<file path="config.mk">
export PLATFORM = sky130hd
export DESIGN_NAME = swarm_omega_steering_top
export DESIGN_NICKNAME = d
export VERILOG_FILES = /design/src/rtl/som_pkg.sv /design/src/rtl/som_accum.sv /design/src/rtl/som_decide.sv /design/src/rtl/swarm_omega_steering_top.sv
export SDC_FILE = /design/constraint.sdc
export NUM_CORES = 1
export LEC_CHECK = 0
export ABC_AREA = 1
export BUFFER_PORTS_ARGS = -buffer_cell sky130_fd_sc_hd__buf_4
export CELL_PAD_IN_SITES_DETAIL_PLACEMENT = 1
export CELL_PAD_IN_SITES_GLOBAL_PLACEMENT = 2
export CORE_MARGIN = 2
export CORE_UTILIZATION = 33
export CTS_BUF_LIST = sky130_fd_sc_hd__clkbuf_4 sky130_fd_sc_hd__clkbuf_8
export DETAILED_ROUTE_END_ITERATION = 8
export PLACE_DENSITY_LB_ADDON = 0.1
export SYNTH_ARGS = -nofsm -noshare
export SYNTH_HDL_FRONTEND = slang
export SYNTH_SLANG_ARGS = --single-unit
export TNS_END_PERCENT = 30
</file>
<file path="constraint.sdc">
create_clock -name i_clk -period 6.5 [get_ports i_clk]
set_input_delay 1.3 -clock i_clk [delete_from_list [all_inputs] [get_ports i_clk]]
set_output_delay 1.3 -clock i_clk [all_outputs]
set_load 0.01 [all_outputs]
</file>
<file path="src/rtl/som_pkg.sv">
// Shared types and constants for the swarm omega steering block.
// No dependencies; imported by every other file of the block.
package som_pkg;

    localparam int unsigned BEARING_FRAC_BITS = 12;

    localparam int unsigned RANGE_W   = 13;
    localparam int unsigned BEARING_W = 15;
    localparam int unsigned LIGHT_W   = 8;
    localparam int unsigned SPEED_W   = 16;
    localparam int unsigned OMEGA_W   = 16;
    localparam int unsigned TICK_W    = 32;
    localparam int unsigned AVOID_W   = 17;
    localparam int unsigned SUM_W     = 20;
    localparam int unsigned CFG_W     = 32;
    localparam int unsigned CFG_ADDR_W = 3;

    // pi in Q28, floored; shifted down it gives the front half-angle
    localparam longint unsigned PI_Q28_FLOOR = 64'd843314856;
    localparam logic [BEARING_W:0] HALF_PI =
        (BEARING_W+1)'(PI_Q28_FLOOR >> (29 - BEARING_FRAC_BITS));
    // off-center threshold per live neighbor: ceil(0.1 * 2^F)
    localparam logic [SUM_W:0] CENTER_THR =
        (SUM_W+1)'(((64'd1 << BEARING_FRAC_BITS) + 64'd9) / 64'd10);

    localparam logic signed [SUM_W:0] SUM_MAX = (SUM_W+1)'((1 << (SUM_W-1)) - 1);
    localparam logic signed [SUM_W:0] SUM_MIN = -(SUM_W+1)'(1 << (SUM_W-1));

    // configuration register indexes
    localparam logic [CFG_ADDR_W-1:0] CFG_WHEEL_SPEED   = 3'd0;
    localparam logic [CFG_ADDR_W-1:0] CFG_RADIUS_NORMAL = 3'd1;
    localparam logic [CFG_ADDR_W-1:0] CFG_RADIUS_LIGHT  = 3'd2;
    localparam logic [CFG_ADDR_W-1:0] CFG_OMEGA_TICKS   = 3'd3;
    localparam logic [CFG_ADDR_W-1:0] CFG_FAILURE_TICK  = 3'd4;
    localparam logic [CFG_ADDR_W-1:0] CFG_FAIL_KIND     = 3'd5;

    // per-tick accumulator view handed from the accumulator to the decision logic
    typedef struct packed {
        logic                       found_near;
        logic [RANGE_W-1:0]         nearest_range;
        logic                       nearest_on_right;
        logic signed [SUM_W-1:0]    bearing_sum;
    } t_acc;

endpackage

</file>
<file path="src/rtl/som_accum.sv">
// Per-tick neighbor accumulator: nearest-in-front search and bearing sum.
// Depends on som_pkg.
module som_accum #(
    parameter int unsigned MAX_NEIGHBORS = 64,
    parameter int unsigned COUNT_W       = 7
) (
    input  logic                                 i_clk,
    input  logic                                 i_rst_n,
    input  logic                                 i_en,
    input  logic                                 i_last,
    input  logic                                 i_no_neighbor,
    input  logic [som_pkg::RANGE_W-1:0]          i_range_mm,
    input  logic signed [som_pkg::BEARING_W-1:0] i_bearing,
    input  logic                                 i_neighbor_down,
    input  logic [som_pkg::LIGHT_W-1:0]          i_light_mask,
    input  logic [som_pkg::RANGE_W-1:0]          i_radius_normal,
    input  logic [som_pkg::RANGE_W-1:0]          i_radius_light,
    output som_pkg::t_acc                        o_acc,
    output logic [COUNT_W-1:0]                   o_count
);
    import som_pkg::*;

    t_acc                   r_acc;
    t_acc                   n_acc;
    logic [COUNT_W-1:0]     r_count;
    logic [COUNT_W-1:0]     n_count;
    logic [RANGE_W-1:0]     radius;
    logic signed [BEARING_W:0] b_ext;
    logic [BEARING_W:0]     b_mag;
    logic                   hit;
    logic signed [SUM_W:0]  sum_wide;

    assign radius   = (i_light_mask != '0) ? i_radius_light : i_radius_normal;
    assign b_ext    = (BEARING_W+1)'(i_bearing);
    assign b_mag    = b_ext[BEARING_W] ? (BEARING_W+1)'(-b_ext) : (BEARING_W+1)'(b_ext);
    assign hit      = !i_no_neighbor && (i_range_mm < radius) && (b_mag <= HALF_PI);
    assign sum_wide = (SUM_W+1)'(r_acc.bearing_sum) + (SUM_W+1)'(i_bearing);

    always_comb begin
        n_acc   = r_acc;
        n_count = r_count;
        if (hit && (!r_acc.found_near || i_range_mm < r_acc.nearest_range)) begin
            n_acc.found_near       = 1'b1;
            n_acc.nearest_range    = i_range_mm;
            n_acc.nearest_on_right = i_bearing[BEARING_W-1];
        end
        if (!i_no_neighbor && !i_neighbor_down && (r_count < COUNT_W'(MAX_NEIGHBORS))) begin
            priority if (sum_wide > SUM_MAX) begin
                n_acc.bearing_sum = SUM_MAX[SUM_W-1:0];
            end else if (sum_wide < SUM_MIN) begin
                n_acc.bearing_sum = SUM_MIN[SUM_W-1:0];
            end else begin
                n_acc.bearing_sum = sum_wide[SUM_W-1:0];
            end
            n_count = r_count + COUNT_W'(1);
        end
    end

    assign o_acc   = n_acc;
    assign o_count = n_count;

    // clear at the end of every tick
    always_ff @(posedge i_clk) begin
        if (!i_rst_n) begin
            r_acc   <= '0;
            r_count <= '0;
        end else if (i_en) begin
            if (i_last) begin
                r_acc   <= '0;
                r_count <= '0;
            end else begin
                r_acc   <= n_acc;
                r_count <= n_count;
            end
        end
    end

endmodule

</file>
<file path="src/rtl/som_decide.sv">
// End-of-tick decision: avoid, steer to center, go straight or stop; tick counters.
// Depends on som_pkg.
module som_decide #(
    parameter int unsigned COUNT_W = 7
) (
    input  logic                           i_clk,
    input  logic                           i_rst_n,
    input  logic                           i_en,
    input  som_pkg::t_acc                  i_acc,
    input  logic [COUNT_W-1:0]             i_count,
    input  logic [som_pkg::SPEED_W-1:0]    i_wheel_speed,
    input  logic [som_pkg::OMEGA_W-1:0]    i_omega_ticks,
    input  logic [som_pkg::TICK_W-1:0]     i_failure_tick,
    input  logic                           i_fail_kind,
    output logic [som_pkg::SPEED_W-1:0]    o_left,
    output logic [som_pkg::SPEED_W-1:0]    o_right,
    output logic                           o_failed
);
    import som_pkg::*;

    logic [TICK_W-1:0]  r_tick;
    logic [TICK_W-1:0]  n_tick;
    logic [AVOID_W-1:0] r_since;
    logic [AVOID_W-1:0] n_since;
    logic               r_failed;
    logic               n_failed;
    logic [SUM_W:0]     sum_mag;
    logic [SUM_W:0]     thr_prod;
    logic               off_centre;

    assign sum_mag  = i_acc.bearing_sum[SUM_W-1]
                    ? (SUM_W+1)'(-(SUM_W+1)'(i_acc.bearing_sum))
                    : (SUM_W+1)'(i_acc.bearing_sum);
    assign thr_prod = (SUM_W+1)'(CENTER_THR * (SUM_W+1)'(i_count));
    assign off_centre = (i_count != '0) && (sum_mag > thr_prod);

    always_comb begin
        n_failed = (r_tick == i_failure_tick) ? i_fail_kind : r_failed;
        n_since  = r_since;
        o_left   = '0;
        o_right  = '0;
        if (!n_failed) begin
            priority if (i_acc.found_near) begin
                // turn away from the nearest neighbor in front
                if (i_acc.nearest_on_right) o_right = i_wheel_speed;
                else                        o_left  = i_wheel_speed;
                n_since = '0;
            end else if (r_since > AVOID_W'(i_omega_ticks)) begin
                if (off_centre) begin
                    if (i_acc.bearing_sum[SUM_W-1]) o_left  = i_wheel_speed;
                    else                            o_right = i_wheel_speed;
                end else begin
                    o_left  = i_wheel_speed;
                    o_right = i_wheel_speed;
                end
            end else begin
                o_left  = i_wheel_speed;
                o_right = i_wheel_speed;
                if (r_since != '1) n_since = r_since + AVOID_W'(1);
            end
        end
        n_tick = (r_tick != '1) ? r_tick + TICK_W'(1) : r_tick;
    end

    assign o_failed = n_failed;

    always_ff @(posedge i_clk) begin
        if (!i_rst_n) begin
            r_tick   <= '0;
            r_since  <= '0;
            r_failed <= 1'b0;
        end else if (i_en) begin
            r_tick   <= n_tick;
            r_since  <= n_since;
            r_failed <= n_failed;
        end
    end

endmodule

</file>
<file path="src/rtl/swarm_omega_steering_top.sv">
// Top level of the swarm omega steering controller: stream ports, config registers,
// input and result registers. Depends on som_pkg, som_accum and som_decide.
//
// Usage:
//   Slave stream: one neighbor reading per beat. tlast marks the final beat of a
//   control tick; tuser set means the beat carries no reading, and with tlast it
//   still closes the tick. Master stream: one wheel command beat per control tick.
//   Config port: write i_cfg_wdata into register i_cfg_addr while i_cfg_we is high;
//   indexes above the fail kind register are dropped. Write only while idle.
// Path: an accepted beat is held in the input register, then folded into the tick
//   accumulators; a closing beat also loads its command into the result register.
// Throughput: one beat per cycle sustained unless a tick-closing beat waits on a
//   pending command; the only loop is the accumulator update (one add, saturate and
//   compare) and the end-of-tick decision.
// Reset: synchronous, active low; clears counters, accumulators, failure state and
//   loads the register defaults (speed 250, failure tick all ones).
// Stall: a waiting command holds in the result register; readings keep flowing
//   into the accumulators, and only a further tick-closing beat waits in the
//   input register until the command is taken.
module swarm_omega_steering_top #(
    parameter int unsigned MAX_NEIGHBORS = 64
) (
    input  logic         i_clk,
    input  logic         i_rst_n,
    // slave stream
    input  logic         i_s_axis_tvalid,
    output logic         o_s_axis_tready,
    // [12:0] range_mm, [27:13] bearing, [28] neighbor_down, [36:29] light_mask
    input  logic [39:0]  i_s_axis_tdata,
    // [0] no_neighbor
    input  logic         i_s_axis_tuser,
    input  logic         i_s_axis_tlast,
    // master stream
    output logic         o_m_axis_tvalid,
    input  logic         i_m_axis_tready,
    // [15:0] left_speed, [31:16] right_speed, [32] power_failed
    output logic [39:0]  o_m_axis_tdata,
    // config write port
    input  logic                            i_cfg_we,
    input  logic [som_pkg::CFG_ADDR_W-1:0]  i_cfg_addr,
    input  logic [som_pkg::CFG_W-1:0]       i_cfg_wdata
);
    import som_pkg::*;

    localparam int unsigned COUNT_W = $clog2(MAX_NEIGHBORS + 1);

    // configuration
    logic [SPEED_W-1:0] r_wheel_speed;
    logic [RANGE_W-1:0] r_radius_normal;
    logic [RANGE_W-1:0] r_radius_light;
    logic [OMEGA_W-1:0] r_omega_ticks;
    logic [TICK_W-1:0]  r_failure_tick;
    logic               r_fail_kind;

    // input register
    logic                        r_in_valid;
    logic [RANGE_W-1:0]          r_range_mm;
    logic signed [BEARING_W-1:0] r_bearing;
    logic                        r_down;
    logic                        r_no_neighbor;
    logic                        r_last;
    logic [LIGHT_W-1:0]          r_light;

    // result register
    logic                r_out_valid;
    logic [SPEED_W-1:0]  r_left;
    logic [SPEED_W-1:0]  r_right;
    logic                r_failed_out;

    logic               out_free;
    logic               proc_en;
    logic               in_take;
    t_acc               acc;
    logic [COUNT_W-1:0] acc_count;
    logic [SPEED_W-1:0] left_speed;
    logic [SPEED_W-1:0] right_speed;
    logic               failed;

    assign out_free        = !r_out_valid || i_m_axis_tready;
    // readings advance freely; a tick-closing beat needs room for its command
    assign proc_en         = r_in_valid && (!r_last || out_free);
    assign o_s_axis_tready = !r_in_valid || proc_en;
    assign in_take         = i_s_axis_tvalid && o_s_axis_tready;

    always_ff @(posedge i_clk) begin
        if (!i_rst_n) begin
            r_wheel_speed   <= SPEED_W'(250);
            r_radius_normal <= '0;
            r_radius_light  <= '0;
            r_omega_ticks   <= '0;
            r_failure_tick  <= '1;
            r_fail_kind     <= 1'b0;
        end else if (i_cfg_we) begin
            unique case (i_cfg_addr)
                CFG_WHEEL_SPEED:   r_wheel_speed   <= i_cfg_wdata[SPEED_W-1:0];
                CFG_RADIUS_NORMAL: r_radius_normal <= i_cfg_wdata[RANGE_W-1:0];
                CFG_RADIUS_LIGHT:  r_radius_light  <= i_cfg_wdata[RANGE_W-1:0];
                CFG_OMEGA_TICKS:   r_omega_ticks   <= i_cfg_wdata[OMEGA_W-1:0];
                CFG_FAILURE_TICK:  r_failure_tick  <= i_cfg_wdata[TICK_W-1:0];
                CFG_FAIL_KIND:     r_fail_kind     <= i_cfg_wdata[0];
                default: ;
            endcase
        end
    end

    // input register: hold the beat until the accumulators take it
    always_ff @(posedge i_clk) begin
        if (!i_rst_n) begin
            r_in_valid <= 1'b0;
        end else if (in_take) begin
            r_in_valid <= 1'b1;
        end else if (proc_en) begin
            r_in_valid <= 1'b0;
        end
    end

    always_ff @(posedge i_clk) begin
        if (in_take) begin
            r_range_mm    <= i_s_axis_tdata[12:0];
            r_bearing     <= i_s_axis_tdata[27:13];
            r_down        <= i_s_axis_tdata[28];
            r_light       <= i_s_axis_tdata[36:29];
            r_no_neighbor <= i_s_axis_tuser;
            r_last        <= i_s_axis_tlast;
        end
    end

    som_accum #(
        .MAX_NEIGHBORS (MAX_NEIGHBORS),
        .COUNT_W       (COUNT_W)
    ) u_accum (
        .i_clk           (i_clk),
        .i_rst_n         (i_rst_n),
        .i_en            (proc_en),
        .i_last          (r_last),
        .i_no_neighbor   (r_no_neighbor),
        .i_range_mm      (r_range_mm),
        .i_bearing       (r_bearing),
        .i_neighbor_down (r_down),
        .i_light_mask    (r_light),
        .i_radius_normal (r_radius_normal),
        .i_radius_light  (r_radius_light),
        .o_acc           (acc),
        .o_count         (acc_count)
    );

    som_decide #(
        .COUNT_W (COUNT_W)
    ) u_decide (
        .i_clk          (i_clk),
        .i_rst_n        (i_rst_n),
        .i_en           (proc_en && r_last),
        .i_acc          (acc),
        .i_count        (acc_count),
        .i_wheel_speed  (r_wheel_speed),
        .i_omega_ticks  (r_omega_ticks),
        .i_failure_tick (r_failure_tick),
        .i_fail_kind    (r_fail_kind),
        .o_left         (left_speed),
        .o_right        (right_speed),
        .o_failed       (failed)
    );

    // result register: hold the command until the receiver takes the beat
    always_ff @(posedge i_clk) begin
        if (!i_rst_n) begin
            r_out_valid <= 1'b0;
        end else if (proc_en && r_last) begin
            r_out_valid <= 1'b1;
        end else if (i_m_axis_tready) begin
            r_out_valid <= 1'b0;
        end
    end

    always_ff @(posedge i_clk) begin
        if (proc_en && r_last) begin
            r_left       <= left_speed;
            r_right      <= right_speed;
            r_failed_out <= failed;
        end
    end

    assign o_m_axis_tvalid = r_out_valid;
    assign o_m_axis_tdata  = {7'd0, r_failed_out, r_right, r_left};

endmodule

</file>
Word-level counts from Yosys, hierarchy flattened
Index checks and enable logic that the tools add are counted.

$add $sub $neg: 6. $mul: 1. Order comparisons: 8. Equality and inequality tests: 9. Muxes and demuxes: 28. Bitwise logic cells: 1. Reductions and logical operators: 35.

Operator list (number): 16-bit 2-to-1 mux (11); 20-bit 2-to-1 mux (3); 17-bit 2-to-1 mux (3); 35-bit 2-to-1 mux (1); 32-bit by 1-bit adder with 32-bit output (second input constant) (1); 32-bit equality test (1); 32-bit != test (second input constant) (1); 13-bit < comparator (2); 20-bit by 15-bit adder with 21-bit output (1); 21-bit by 16-bit > comparator with 1-bit output (1); 21-bit by 20-bit > comparator with 1-bit output (second input constant) (1); 21-bit by 20-bit < comparator with 1-bit output (second input constant) (1); 21-bit 2-to-1 mux (1); 20-bit negator with 21-bit output (1); 17-bit by 1-bit adder with 17-bit output (second input constant) (1); 17-bit by 16-bit > comparator with 1-bit output (1); 17-bit != test (second input constant) (1); 16-bit by 13-bit <= comparator with 1-bit output (second input constant) (1); 15-bit negator with 16-bit output (1); 2-bit AND reduction (8); 8-bit by 7-bit multiplier with 15-bit output (first input constant) (1); 15-bit 2-to-1 mux (1); 7-bit 2-to-1 mux (2); 13-bit 2-to-1 mux (1); 16 further kinds (41).

Register bits: 257. Input bits: 82. Word-level logic and storage cells: 113.

Depth between registers and ports, before layout
Gate-level depths: netlist of run 1.

Word-level depth: 12. Gate-level depth with buffers: 41. Mapped depth without buffers: 39.

Cells and area by module
A second synthesis of run 1 with hierarchy kept.

Cells, all modules: 2254. Area total of the unflattened synthesis: 16684.8 sq um.

By module, submodules not included: som_decide (times used 1, cells an instance 941, area each 6192.2 sq um, sequential area each 1001.0 sq um); swarm_omega_steering_top (times used 1, cells an instance 567, area each 5775.5 sq um, sequential area each 4023.9 sq um); som_accum (times used 1, cells an instance 746, area each 4717.0 sq um, sequential area each 840.8 sq um).

Worst setup path after synthesis of run 1
No wires, ideal clock.

Path kind: reg-to-reg. Start: register r_no_neighbor. End: register r_right[11] (data pin). Arrival time: 6298 ps. Data required time: 6353 ps. Slack: 55 ps. Cell stages (with the launch flop): 41. Clock period less this slack: 6445 ps. Cell sequence: edfxtp_1 > nor2_1 > nand2_1 > inv_1 > clkbuf_1 > nand2_1 > nor2_1 > nand3_1 > xor2_1 > inv_1 > ha_1 > inv_1 > fa_1 > inv_1 > ha_1 > fa_1 > ha_1 > inv_1 > [... 5 more ...] > xnor2_1 > ha_1 > nand4_1 > nor2_1 > nand2_1 > nand3_1 > a211oi_1 > o21ai_0 > a21oi_1 > a21oi_1 > a21oi_1 > nand2_1 > nor2_2 > nand2_2 > nand3_2 > nand2_4 > buf_6 > a21oi_1.

Word-level cells in the longest chain between the ends: 11. Elaborated cells between the ends (all ways): 20.

Ends and longest elaborated chain: from (decl) (line swarm_omega_steering_top.sv:60) `logic r_no_neighbor;`; from (signal assigned) (line swarm_omega_steering_top.sv:123) `r_no_neighbor <= i_s_axis_tuser;`; 1-bit logical NOT * (line som_accum.sv:36, som_accum.sv:47); branches (longest 9 deep; another with 21-bit by 16-bit > comparator with 1-bit output); 16-bit 2-to-1 mux * (line som_decide.sv:43) `priority if (i_acc.found_near) begin`; to (signal assigned) (line swarm_omega_steering_top.sv:178) `r_right <= right_speed;`; to (decl) (line swarm_omega_steering_top.sv:67) `logic [SPEED_W-1:0] r_right;`.

Every way passes the cells marked *. The select of a mux whose other input is x is not followed. A chain may end at the register's enable or synchronous reset.

Worst setup path after layout of run 1
Start: register r_no_neighbor. End: register r_left[8] (data pin).

Word-level cells in the longest chain between the ends: 11. Elaborated cells between the ends (all ways): 20.

Ends and longest elaborated chain: 1-bit logical NOT * (line som_accum.sv:36, som_accum.sv:47); branches (longest 9 deep; another with 21-bit by 16-bit > comparator with 1-bit output); 16-bit 2-to-1 mux * (line som_decide.sv:43); to (signal assigned) (line swarm_omega_steering_top.sv:177) `r_left <= left_speed;`; to (decl) (line swarm_omega_steering_top.sv:66) `logic [SPEED_W-1:0] r_left;`.

Marked as above.

==> results of run 1 <==
timing repair:
| item | in CTS | in global routing |
|---|---|---|
| resized for setup | 12 | 46 |
| hold endpoints to repair | 0 | 0 |
| buffers inserted | 4 | 8 |
| endpoints found under the setup margin | 32 | 32 |
| cloned | 1 | 0 |
| pin swaps | 12 | 29 |
layout make-up:
type                    count  area [um2]  share of cell area
clock buffers              80        1010              0.0555
clock inverters            10         161             0.00884
inverters                 223         837              0.0459
multi-input cells        1436        8420               0.461
flip-flops and latches    257        5870               0.321
well taps                 600         751              0.0411
repair buffers            156        1210              0.0661
logic make-up after synthesis:
group / count (synthesis) / share of synthesized area
xor gates and xnor gates: 86 / 0.0498
muxes: 12 / 0.00795
adders and majority gates: 129 / 0.112
AOI/OAI and AO/OA: 320 / 0.115
DFF: 257 / 0.388
other: 1 / 0.000248
and+or+nand+nor: 882 / 0.251
buffers and inverters: 291 / 0.0759
stage by stage:
step,worst slack (ns),util,setup TNS [ns],instance area [um2]
after floorplan,0.0547,-,0,15100
after global placement,-0.0552,0.368,-0.735,16700
after detailed placement,-0.162,0.368,-4.12,16700
after CTS,0.0379,0.397,0,18000
after global routing,-0.116,0.403,-2.30,18300
final,0.328,0.403,0,18300
worst max-delay path: cells and delay by family (launching register included):
family | cells | cell delay, ns
simple gates | 14 | 1.55
flops | 1 | 0.43
compound gates | 9 | 1.03
buf+inv | 5 | 0.50
xor+xnor | 2 | 0.36
fa+ha+maj | 6 | 2.05
power groups by stage:
stage	logic, uW	clock network, uW	registers (uW)
3_3_place_gp	481	0	1770
2_1_floorplan	319	0	1760
3_5_place_dp	493	0	1770
4_1_cts	510	1950	1740
6_report	511	1890	1740
5_1_grt	582	2030	1740
path summary, 6_finish.rpt:
| check | end | slack (ns) | cells after the start |
|---|---|---|---|
| min reg2reg | u_accum.r_acc[25] | 0.46 | 2 |
| min | u_accum.r_acc[25] | 0.46 | 2 |
| max reg2reg | r_left[8] | 0.33 | 36 |
| max | r_left[8] | 0.33 | 36 |
Yosys cell counts, types with 9 or more instances:
cell type / number / area share
clkbuf_1: 52 / 0.013
xnor2_1: 42 / 0.024
nor4_1: 13 / 0.0054
inv_1: 218 / 0.054
o21ai_0: 104 / 0.034
xor2_1: 44 / 0.026
mux2i_1: 12 / 0.0079
ha_1: 119 / 0.099
nand2_2: 18 / 0.0075
nor3_1: 32 / 0.011
fa_1: 10 / 0.013
edfxtp_1: 72 / 0.14
nand3_1: 109 / 0.036
dfxtp_1: 185 / 0.25
a211oi_1: 9 / 0.0045
or2_2: 19 / 0.0079
a21oi_1: 167 / 0.055
nand4_1: 48 / 0.020
nor2_1: 188 / 0.047
nand2_1: 440 / 0.11
routing by layer:
| metal | share of wire | vias to the layer above | track usage |
|---|---|---|---|
| li1 | - | 6823 | - |
| met1 | 0.52 | 6319 | 0.286 |
| met2 | 0.43 | 163 | 0.293 |
| met3 | 0.035 | 48 | 0.0332 |
| met4 | 0.018 | 0 | 0.0433 |
| met5 | 0 | - | 0 |
state kept, by name, summed over array words and instances (netlist names):
name,count
u_accum.r_acc,35
r_failure_tick,32
u_decide.r_tick,32
u_decide.r_since,17
r_left,16
r_omega_ticks,16
r_right,16
r_wheel_speed,16
r_bearing,15
r_radius_light,13
r_radius_normal,13
r_range_mm,13
r_light,8
u_accum.r_count,7
o_m_axis_tvalid,1
r_down,1
r_fail_kind,1
r_failed_out,1
r_in_valid,1
r_last,1
r_no_neighbor,1
u_decide.r_failed,1
placed cells by master, fill, tap and decap left out, types with 6 or more instances in the layout:
| master | instances |
|---|---|
| nand2_1 | 438 |
| inv_1 | 213 |
| dfxtp_1 | 184 |
| nor2_1 | 181 |
| a21oi_1 | 156 |
| buf_4 | 153 |
| ha_1 | 111 |
| nand3_1 | 106 |
| o21ai_0 | 101 |
| edfxtp_1 | 72 |
| clkbuf_8 | 66 |
| nand4_1 | 48 |
| xnor2_1 | 41 |
| xor2_1 | 40 |
| nor3_1 | 31 |
| nand2_2 | 20 |
| or2_2 | 18 |
| a21oi_2 | 15 |
| clkbuf_4 | 14 |
| nor4_1 | 12 |
| mux2i_1 | 12 |
| fa_1 | 9 |
| inv_2 | 8 |
| o211ai_1 | 8 |
| a211oi_1 | 8 |
| ha_4 | 8 |
| nor2_2 | 7 |
| conb_1 | 7 |
| o21a_1 | 6 |
==> results.json, run 1 <==
{
  "synth_flop_cell": "dfxtp_1",
  "crit_type": "flop to flop",
  "grt-ovfl-total": 0,
  "cts_tree": "done",
  "synthCells": 1978,
  "slew_headroom": 0.269,
  "p_per_area_nw_per_um2": 227,
  "diodes": 0,
  "start_kind": "flop",
  "drive_gt1_frac": 0.161,
  "synthDistinctLibCells": 49,
  "swShare": 0.265,
  "clock-sinks": 257,
  "viasPerCell": 4.83,
  "endpoint_kind": "flop",
  "maxCapViolCount": 0,
  "synth-edff-count": 72,
  "period_needed_ns": 6.17,
  "critPathLaunch": "r_no_neighbor",
  "cp.arrival_ns": 6.54,
  "ant_nets": 0,
  "first_global_vias": 13468,
  "rsz0062_at_grt": "true",
  "cp.required_ns": 6.87,
  "grt_pass1_wl_um": 73100,
  "layout.cells.non_filler": 2762,
  "cts_buffers": 49,
  "dr.first_iter.drc_count": 635,
  "dp_hpwl_um": 34000,
  "crit_slowest_cell": "fa_1",
  "dieArea_um2": 47500,
  "drcViolationCount": 0,
  "ios": 124,
  "finalHoldViolations": 0,
  "antenna_found_initial": 0,
  "seq_area_frac_synth": 0.388,
  "hp-class": "flop to flop",
  "core_um2": 45300,
  "clk_latency_ns": 0.62,
  "fp-row-count": 78,
  "status": "finished clean",
  "combinationalPowerShare": 0.123,
  "wl_per_cell_um": 16.6,
  "drv_slew": 0,
  "die_h_um": 218,
  "clockPowerShare": 0.457,
  "fillerInstances": 5587,
  "min-delay-start": "u_accum.r_acc[25]",
  "htreeDepth": 2,
  "place_inst": 2659,
  "finalClockSkew_ns": 0.0247,
  "p_leak_uw": 0.00800,
  "rr_startpoint": "r_no_neighbor",
  "avgSynthCellArea_um2": 7.64,
  "grt_max_degree": 104,
  "final_nets": 2334,
  "max_stage_delay_ns": 0.54,
  "tightest_slew_ns": 1.09,
  "grt_util_all_layers": 0.194,
  "max_freq_mhz": 162,
  "setup_viol": 0,
  "switching_power_uw": 1100,
  "initial_utilization": 0.334,
  "vias": 13353,
  "async_reset_ff_frac": 0,
  "power.total_uw": 4140,
  "drt-pass1-iter-count": 5,
  "clockRootBuffer": "clkbuf_8",
  "path_clk_slew_ns": 0.06,
  "ys_seq_elements": 257,
  "p_int_uw": 3040,
  "die_w_um": 218,
  "postRouteWirelength_um": 45800,
  "yosys_warnings": 0,
  "gp_congestion": 0.798,
  "seqPwrFrac": 0.420,
  "timing.final.crit_share": 0.950,
  "syn_area_um2": 15100,
  "area_delta_synth_final_pct": 20.8,
  "hold_buffers": 0,
  "crit_fanout": 8,
  "cts.path.max_buffers": 3,
  "irDropWorstVdd_mv": 0.168,
  "whs_ns": 0.458,
  "portBuffers": 113
}
Power figures use the tool's default switching activity.
==> inputs of run 2 (changes only) <==
Settings changed: CELL_PAD_IN_SITES_DETAIL_PLACEMENT 1 to unset, CELL_PAD_IN_SITES_GLOBAL_PLACEMENT 2 to unset, CORE_UTILIZATION 33 to 45, PLACE_DENSITY set to 0.65, PLACE_DENSITY_LB_ADDON 0.1 to unset.
==> results.json, run 2 (same netlist as run 1, synthesis figures left out) <==
{
  "status": "finished clean",
  "endpoint_kind": "flop",
  "crit_slowest_cell": "fa_1",
  "setup_viol": 0,
  "die_w_um": 187,
  "initial_utilization": 0.454,
  "r2r-end": "r_left[8]",
  "drive_gt1_frac": 0.145,
  "crit_buf_inv": 8,
  "dr.first_iter.drc_count": 788,
  "vias": 13217,
  "hold_path_end": "r_omega_ticks[0]",
  "core_um2": 33300,
  "cts.path.max_buffers": 3,
  "clk_latency_ns": 0.56,
  "grt-ovfl-total": 0,
  "period_needed_ns": 6.17,
  "crit_type": "flop to flop",
  "ant_nets": 0,
  "drcViolationCount": 0,
  "diodes": 0,
  "whs_ns": 0.451,
  "area_delta_synth_final_pct": 16.7,
  "grt_pass1_wl_um": 61600,
  "path_clk_slew_ns": 0.06,
  "wl_per_cell_um": 14.8,
  "postRouteWirelength_um": 38300,
  "p_leak_uw": 0.00779,
  "fin_ws_ns": 0.334,
  "final_common_cell": "nand2_1",
  "gp_congestion": 0.889,
  "r2r_slack_ns": 0.33,
  "die_h_um": 187,
  "maxCapViolCount": 0,
  "dp_hpwl_um": 27600,
  "timing.final.crit_share": 0.949,
  "final_cell_mix": "nand2_1 (440), inv_1 (215), nor2_1 (183), dfxtp_1 (183), a21oi_1 (157)",
  "fp-row-count": 67,
  "slew_headroom": 0.256,
  "finalHoldViolations": 0,
  "clockRootBuffer": "clkbuf_8",
  "cts_tree": "done",
  "first_global_vias": 12423,
  "rr_worst_depth": 38,
  "rr_startpoint": "r_down",
  "drv_slew": 0,
  "largest_register_ffs": 35,
  "htreeDepth": 2,
  "critical-path-top-delay-family": "adder cells",
  "place_inst": 2496,
  "irDropWorstVdd_mv": 0.157,
  "grt_util_all_layers": 0.212,
  "finalClockSkew_ns": 0.0318,
  "cp.required_ns": 6.93,
  "portBuffers": 113,
  "ios": 124,
  "min-delay-start": "r_omega_ticks[0]",
  "p_per_area_nw_per_um2": 212,
  "max_freq_mhz": 162,
  "tightest_slew_ns": 1.11,
  "clock-sinks": 257,
  "hp-class": "flop to flop",
  "max_flop_register": "u_accum.r_acc",
  "viasPerCell": 5.12,
  "antenna_found_initial": 0,
  "cts_buffers": 43,
  "cp.arrival_ns": 6.60,
  "dieArea_um2": 35100,
  "max_stage_delay_ns": 0.54,
  "min_path_cells": 2,
  "layout.cells.non_filler": 2581,
  "grt_max_degree": 105,
  "start_kind": "flop",
  "drt-pass1-iter-count": 5,
  "crit_fanout": 8,
  "biggestRegsByFlops": "u_accum.r_acc x35, r_failure_tick x32, u_decide.r_tick x32",
  "pre_cts_ws_ns": -0.0797,
  "final_nets": 2314
}
run 2: changes by cell type in the layout (fill, tap and decap cells not counted), sizes merged:
cell	previous run	this run
buf	156	140
clkbuf	80	68
bufinv	4	1
inv	223	221
clkinv	6	7
clkinvlp	0	1
nand2	459	460
nand3	112	113
run 2: layout make-up:
type                       instances  area [um2]
sequential                       257        5870
clock buffer                      68         830
timing repair buffer             140        1060
fill                            3158       15700
tap                              448         561
clock inverter                     7        77.6
multi-input combinational       1438        8390
inverter                         223         837
run 2: worst max-delay path by stage:
stage	start	to	cells past startpoint
after floorplan	r_no_neighbor	r_right[11]	40
after global placement	r_no_neighbor	r_left[1]	38
after detailed placement	r_no_neighbor	r_left[1]	38
after CTS	r_no_neighbor	r_right[14]	38
after global routing	r_no_neighbor	r_left[4]	39
final	r_down	r_left[8]	38
run 2: routing by layer:
| metal | routed length [um] | global-route usage |
|---|---|---|
| met2 | 17700 | 0.352 |
| met5 | 0 | 0 |
| met4 | 852 | 0.0607 |
| met1 | 17700 | 0.287 |
| met3 | 1970 | 0.0317 |
run 2: report_power, final:
part / switching [uW] / leakage [uW] / total, uW / internal, uW
Clock: 655 / 0.000482 / 1510 / 851
Combinational: 308 / 0.00513 / 498 / 190
Sequential: 33.5 / 0.00217 / 1730 / 1700
Total: 997 / 0.00779 / 3740 / 2740
run 2: repair_timing:
| action | 4_1_cts | 5_1_grt |
|---|---|---|
| setup buffers | 0 | 9 |
| pin swaps | 0 | 29 |
| hold buffers | 0 | 0 |
| resized for setup | 2 | 43 |
| endpoints found under the setup margin | 16 | 32 |
| cloned | 0 | 2 |
run 2: worst reg2reg max path: cells and delay by family, from the launching register on:
family          cells  cell delay [ns]
xor+xnor            2             0.22
buf+inv             8             0.85
fa+ha+maj           6             2.07
simple gates       14             1.52
flops               1             0.38
compound gates      8             1.02
run 2: metrics by stage:
stage               area [um2]   util  power, uW  setup TNS, ns
CTS                      17300  0.520       3750              0
floorplan                15100      -       2080              0
detailed placement       16400  0.492       2240          -1.10
global placement         16400  0.492       2230              0
global route             17600  0.530       3910         -0.793
finish                   17600  0.530       3740              0
==> inputs of run 3 (changes only) <==
Settings changed: BUFFER_PORTS_ARGS -buffer_cell sky130_fd_sc_hd__buf_4 to unset, DONT_BUFFER_PORTS set to 1, PLACE_DENSITY 0.65 to unset.
Clock period 6.5 ns to 6.3 ns, I/O delays scaled along.
==> results.json, run 3 (same netlist as run 1, synthesis figures left out) <==
{
  "slew_headroom": 0.321,
  "ant_nets": 0,
  "final_nets": 2225,
  "grt_max_degree": 118,
  "clock-sinks": 257,
  "period_needed_ns": 6.16,
  "crit_slowest_cell": "fa_1",
  "max_freq_mhz": 162,
  "start_kind": "flop",
  "area_delta_synth_final_pct": 13.0,
  "wl_met2_um": 17000,
  "fp-row-count": 67,
  "crit_fanout": 8,
  "viasPerCell": 5.16,
  "gp_congestion": 0.881,
  "drt-pass1-iter-count": 5,
  "postRouteWirelength_um": 38400,
  "die_h_um": 187,
  "routed.top_layer": "met4",
  "dp_hpwl_um": 26900,
  "final_core_util": 0.513,
  "die_w_um": 187,
  "hold_buffers": 0,
  "drv_slew": 0,
  "antenna_found_initial": 1,
  "crit_type": "flop to flop",
  "rr_startpoint": "r_no_neighbor",
  "final_common_cell": "nand2_1",
  "critPathLaunch": "r_no_neighbor",
  "wl_per_cell_um": 15.4,
  "portBuffers": 0,
  "cts.path.max_buffers": 3,
  "path_common_cell": "inv_2",
  "path_clk_slew_ns": 0.06,
  "final_cell_mix": "nand2_1 (436), inv_1 (212), dfxtp_1 (185)",
  "max_stage_delay_ns": 0.51,
  "biggestRegsByFlops": "u_accum.r_acc x35, r_failure_tick x32, u_decide.r_tick x32",
  "met1_length_um": 18600,
  "power.total_uw": 3940,
  "finalClockSkew_ns": 0.0384,
  "ios": 124,
  "p_per_area_nw_per_um2": 231,
  "cts_buffers": 46,
  "drive_gt1_frac": 0.113,
  "grt-ovfl-total": 0,
  "clk_latency_ns": 0.59,
  "maxCapViolCount": 0,
  "irDropWorstVdd_mv": 0.168,
  "grt_util_all_layers": 0.215,
  "p_leak_uw": 0.00743,
  "drcViolationCount": 0,
  "place_inst": 2406,
  "cp.required_ns": 6.65,
  "first_global_vias": 12116,
  "htreeDepth": 2,
  "whs_ns": 0.455,
  "pre_cts_ws_ns": -0.170,
  "cts_tree": "done",
  "tightest_slew_ns": 1.02,
  "timing.final.crit_share": 0.977,
  "status": "finished clean",
  "initial_utilization": 0.454,
  "dr_wl_met3_um": 1780,
  "core_um2": 33300,
  "setup_viol": 0,
  "hp-class": "flop to flop",
  "fin_ws_ns": 0.145,
  "clockRootBuffer": "clkbuf_8",
  "largest_register_ffs": 35,
  "rsz0062_at_grt": "true",
  "dr.first_iter.drc_count": 827,
  "min-delay-start": "r_omega_ticks[0]",
  "endpoint_kind": "flop",
  "grt_pass1_wl_um": 62000,
  "max_flop_register": "u_accum.r_acc",
  "vias": 12896,
  "dieArea_um2": 35100,
  "layout.cells.non_filler": 2498,
  "finalHoldViolations": 0,
  "diodes": 0,
  "fillerInstances": 3191,
  "cp.arrival_ns": 6.50
}
[run 3: what timing repair did]
| action | in CTS | in global routing |
|---|---|---|
| buffers inserted | 4 | 2 |
| pin swaps | 20 | 34 |
| setup endpoints to repair | 32 | 32 |
| cloned | 1 | 1 |
| resized for setup | 20 | 38 |
[run 3: path summary, 6_finish.rpt]
| check | to | slack [ns] | cells after the start |
|---|---|---|---|
| worst max-delay path | r_left[5] | 0.14 | 40 |
| worst max register to register | r_left[5] | 0.14 | 40 |
| worst min-delay path | r_omega_ticks[0] | 0.46 | 2 |
| worst min register to register | r_omega_ticks[0] | 0.46 | 2 |
[run 3: area by class of cell]
cell class,count,area [um2],share of cell area
Clock buffer,65,820,0.0480
Multi-Input combinational cell,1437,8410,0.492
Sequential cell,257,5870,0.343
Inverter,223,837,0.0490
Clock inverter,19,184,0.0108
Timing Repair Buffer,49,402,0.0235
Tap cell,448,561,0.0328
[run 3: report_power, final]
| part | leakage (uW) | switching, uW | total (uW) | internal (uW) |
|---|---|---|---|---|
| logic | 0.00472 | 279 | 441 | 162 |
| clock network | 0.000531 | 738 | 1710 | 970 |
| registers | 0.00217 | 40.0 | 1790 | 1750 |
[run 3: stage by stage]
step | setup TNS, ns | area (um2)
2_1_floorplan | 0 | 15100
6_report | 0 | 17100
5_1_grt | -6.89 | 17100
3_3_place_gp | -1.42 | 15700
4_1_cts | 0 | 16900
3_5_place_dp | -4.39 | 15700
[run 3: metal layers]
metal  global-route usage  vias up
met2                0.334      285
met1                0.303     5929
met3               0.0371       66
li1                     -     6616
met5                    0        -
met4               0.0720        0
[run 3: critical path: cells and delay by family, from the launching register on]
kind                     cells  cell delay (ns)
adder cells (fa/ha/maj)      6             2.12
AND/OR/NAND/NOR             16             1.54
buffers and inverters        8             0.69
AO/OA/AOI/OAI                8             0.85
XOR/XNOR                     2             0.34
flip-flops                   1             0.39
